**src/hdl/iub_pkg.sv**
```systemverilog
package iub_pkg;

    localparam int MAX_INTERVALS_DEF = 64;

    localparam logic CMD_BLOCK = 1'b0;
    localparam logic CMD_QUERY = 1'b1;

    // work item that walks down the row of cells, one cell per cycle
    typedef struct packed {
        logic        vld;
        logic        cmd;
        logic [31:0] lo;
        logic [31:0] hi;
        logic [32:0] blocked;
        logic        found;
        logic [31:0] best_low;
        logic [31:0] best_high;
        logic        has_free;
    } t_carry;

    // write-back broadcast to the cells
    typedef struct packed {
        logic        en;
        logic [31:0] lo;
        logic [31:0] hi;
    } t_wr;

    typedef enum logic [2:0] {
        ST_IDLE  = 3'b001,
        ST_RUN   = 3'b010,
        ST_WRITE = 3'b100
    } t_state;

endpackage

```
**src/hdl/iub_cell.sv**
```systemverilog
module iub_cell #(
    parameter int SLOT_W = 6,
    parameter int IDX    = 0
) (
    input  logic               i_clk,
    input  logic               i_rst_n,
    input  iub_pkg::t_carry    i_car,
    input  logic [SLOT_W-1:0]  i_slot,
    output iub_pkg::t_carry    o_car,
    output logic [SLOT_W-1:0]  o_slot,
    input  iub_pkg::t_wr       i_wr,
    input  logic [SLOT_W-1:0]  i_wr_slot
);
    import iub_pkg::*;

    logic [31:0]       r_low;
    logic [31:0]       r_high;
    logic              r_valid;
    logic              n_valid;
    t_carry            r_car;
    t_carry            n_car;
    logic [SLOT_W-1:0] r_slot;
    logic [SLOT_W-1:0] n_slot;
    logic              hit;
    logic              wr_here;

    assign wr_here = i_wr.en && (i_wr_slot == SLOT_W'(IDX));

    // overlap or touch, tested at 33 bits
    assign hit = r_valid && (i_car.cmd == CMD_BLOCK) &&
                 !(({1'b0, r_low} > ({1'b0, i_car.hi} + 33'd1)) ||
                   (({1'b0, r_high} + 33'd1) < {1'b0, i_car.lo}));

    always_comb begin
        n_car  = i_car;
        n_slot = i_slot;
        if (i_car.cmd == CMD_BLOCK) begin
            if (hit) begin
                if (r_low < i_car.lo) begin
                    n_car.lo = r_low;
                end
                if (r_high > i_car.hi) begin
                    n_car.hi = r_high;
                end
            end
            if (!i_car.has_free && (!r_valid || hit)) begin
                n_car.has_free = 1'b1;
                n_slot         = SLOT_W'(IDX);
            end
        end else if (r_valid) begin
            n_car.blocked = i_car.blocked + ({1'b0, r_high} - {1'b0, r_low} + 33'd1);
            if (!i_car.found || (r_high < i_car.best_high)) begin
                n_car.found     = 1'b1;
                n_car.best_low  = r_low;
                n_car.best_high = r_high;
            end
        end
    end

    always_comb begin
        n_valid = r_valid;
        if (wr_here) begin
            n_valid = 1'b1;
        end else if (i_car.vld && hit) begin
            n_valid = 1'b0;
        end
    end

    always_ff @(posedge i_clk) begin
        r_car  <= n_car;
        r_slot <= n_slot;
        if (wr_here) begin
            r_low  <= i_wr.lo;
            r_high <= i_wr.hi;
        end
        if (!i_rst_n) begin
            r_car.vld <= 1'b0;
            r_valid   <= 1'b0;
        end else begin
            r_valid <= n_valid;
        end
    end

    assign o_car  = r_car;
    assign o_slot = r_slot;

endmodule

```
**config.mk**
```make
export PLATFORM = sky130hd
export DESIGN_NAME = iub_cell
export DESIGN_NICKNAME = d
export VERILOG_FILES = /design/src/hdl/iub_pkg.sv /design/src/hdl/iub_cell.sv
export SDC_FILE = /design/constraint.sdc
export NUM_CORES = 1
export LEC_CHECK = 0
export ABC_AREA = 1
export BUFFER_PORTS_ARGS = -buffer_cell sky130_fd_sc_hd__buf_2
export CAP_MARGIN = 30
export CORE_MARGIN = 1.5
export CORE_UTILIZATION = 43
export CTS_CLUSTER_SIZE = 10
export DETAILED_ROUTE_END_ITERATION = 7
export PLACE_DENSITY = 0.65
export SLEW_MARGIN = 20
export SYNTH_ARGS = -nofsm -noshare
export SYNTH_HDL_FRONTEND = slang
export SYNTH_SLANG_ARGS = --single-unit
```
**constraint.sdc**
```tcl
create_clock -name i_clk -period 4.1 [get_ports i_clk]
set_clock_uncertainty 0.15 [all_clocks]
set_input_delay 0.205 -clock i_clk [delete_from_list [all_inputs] [get_ports i_clk]]
set_output_delay 0.205 -clock i_clk [all_outputs]
set_load 0.02 [all_outputs]
```
==> metrics.txt <==
startpoint type of the worst setup path input pin; failing checks hold timing; Avg Cell Area, Syn 7.28 um2; DRT antenna net count 0; M1 GR Usage 41.7%; CTS root buf clkbuf_16; core area 38600 um2; Nets 3471; Post-Layout Cell Count 3545; GRT busiest layer met2; post-layout total power 6.32 mW; leakage power 12.6 nW; area leader, netlist dfxtp_1; Hold WC Path Type input pin to flip-flop; crit share post-route 95.7%; DP HPWL 49.4 mm; Synth cell types 43; total track usage 31.6%; Vias/cell 5.13; layout cells sized above 1 18.8%; max-slew violations 0; Post-Route WL 67.6 mm; die width 201 um; 1st-iter DRT viols 1315; CTS tree done; DIE HEIGHT 201 um; Layout area overhead 39.2%; YS warnings 0; # IOs 415; pwr/cell area 270 nW/um2; #FFs+latches synth 236; clk slew on worst S/H paths 60 ps; register cell area after layout 5370 um2; number of global-route vias before repair 17900; GP Congestion 0.917; GRT Residual Overflow 0; CP arrival 4280 ps; max cap viols 0; Hold WS -2.88 ps; final worst path period need 3920 ps; placed cell count 3232; post-synth top area share 20.5%; result of the run finished, violations left; post-synthesis sequential area ratio 32.0%; worst vdd ir 0.359 mV; Syn Inst Count 2306; CTS sink cnt 236; CP Class input pin to flip-flop; fillcell total 3546; area occupied by multi-input gates 9770 um2; asr flop ratio synth 0%; Syn Nets 2775; PortBufs 414; die area 40200 um2; slew margin rel. 48.2%; Rows 72; Remaining DRCs 0; largest net degree at the start of global routing 66; H-tree depth 1; Worst setup EP type flip-flop; Skew-Pair Late Insertion Delay 570 ps; first-pass GRT wire length 98.9 mm; Slew @ Worst Pin 770 ps; Mapped Area 16800 um2; ys flop type dfxtp_1; Worst EP required 4450 ps; main area contributors after synthesis dfxtp_1 21%, ha_1 14%, nand2_1 13%; Crit Path Max Fanout 8; initial antenna violation count 4; EDFF count, synth 64; Longest Clk Path Bufs 3; WL/cell 19.1 um; Initial Utilization 43.5%; Global Route met3 Usage 5.31%; Pre-Repair DR Iteration Count 6; FMAX 255 MHz; clock buffer count from CTS 28; DR vias 18200; grt met2 use 53.1%; final hold violations 1; Final Setup Violations 0
[metal layers]
layer  wire, um  vias to the layer above
li1           -                     8822
met1      28500                     8404
met2      31300                      778
met3       5290                      164
met4       2600                        2
met5         13                        -
[cells in the mapped netlist, drive strengths merged (31+ instances only)]
cell / count
a21oi: 146
clkbuf: 35
dfxtp: 172
edfxtp: 64
fa: 32
ha: 193
inv: 400
nand2: 586
nand3: 164
nand4: 32
nor2: 153
nor3: 31
o21ai: 105
o21bai: 35
xor2: 61
[stage by stage]
step	cell area [um2]	TNS, ps	worst slack (ps)	util [%]	hold slack [ps]
after floorplan	16800	0	628	-	82.7
after global placement	19700	0	235	51.1	221
after detailed placement	19700	0	139	51.1	228
after CTS	22900	0	179	59.4	19.2
after global routing	23400	-1060	-68.2	60.6	65.6
final	23400	0	175	60.6	-2.88
[cell families after synthesis]
| logic type | share of synthesized area, % |
|---|---|
| XOR/XNOR | 3.39 |
| AND/OR/NAND/NOR | 24.8 |
| AO/OA/AOI/OAI | 11.0 |
| flip-flops | 32.0 |
| adder cells (fa/ha/maj) | 18.2 |
| buffers and inverters | 10.6 |
[flip-flops by register name (all words and copies together), names as in the netlist]
register	flops
o_car	165
r_high	32
r_low	32
o_slot	6
r_valid	1
[worst paths after layout]
| check | startpoint | end | slack (ps) | cells after the start |
|---|---|---|---|---|
| worst max-delay path | i_car[101] | o_car[113] | 180 | 21 |
| worst min-delay path | i_car[81] | o_car[81] | -3 | 5 |
| worst max register to register | r_high[1] | o_car[113] | 220 | 21 |
| worst min register to register | r_valid | r_valid | 370 | 2 |
[layout make-up]
class / count / area share, %
diodes: 3 / 0.0321
repair buffers: 725 / 22.4
clock buffers: 52 / 3.60
flip-flops and latches: 236 / 23.0
inverters: 401 / 6.45
well taps: 518 / 2.77
multi-input cells: 1610 / 41.8
[layout by cell type (no fill, tap or decap), types with 35 or more instances in the layout]
| master | count |
|---|---|
| xor2_1 | 61 |
| dlygate4sd3_1 | 236 |
| ha_1 | 191 |
| nand2_1 | 578 |
| edfxtp_1 | 64 |
| inv_1 | 396 |
| clkbuf_16 | 35 |
| a21oi_1 | 145 |
| nor2_1 | 141 |
| buf_2 | 412 |
| nand3_1 | 158 |
| buf_4 | 59 |
| dfxtp_1 | 172 |
| o21bai_1 | 35 |
| o21ai_0 | 97 |
[critical path, cell delays in order]
cell	delay, ps
dlygate4sd3_1	540
clkbuf_4	180
nand3_2	130
nor3_4	230
nand2_2	120
nor2_4	140
nand4_1	180
nor2_4	200
nand3_1	130
nor2_1	170
nand2_1	80
xor2_1	140
ha_1	320
nand4_1	120
nor4_1	330
nand4_1	150
nand2_2	160
nand3_2	240
clkbuf_16	280
o21bai_1	150
nand2_1	60
[what timing repair did]
action | CTS | global route
buffers inserted | 0 | 9
hold buffers | 236 | 0
hold endpoints to repair | 235 | 0
endpoints found under the setup margin | 0 | 72
resized for setup | 0 | 31
[power breakdown]
group	internal, mW	switching [mW]	total, mW
combinational	0.591	0.824	1.41
clock	1.36	0.990	2.35
sequential	2.50	0.0463	2.55
(Power assumes the default switching activity.)
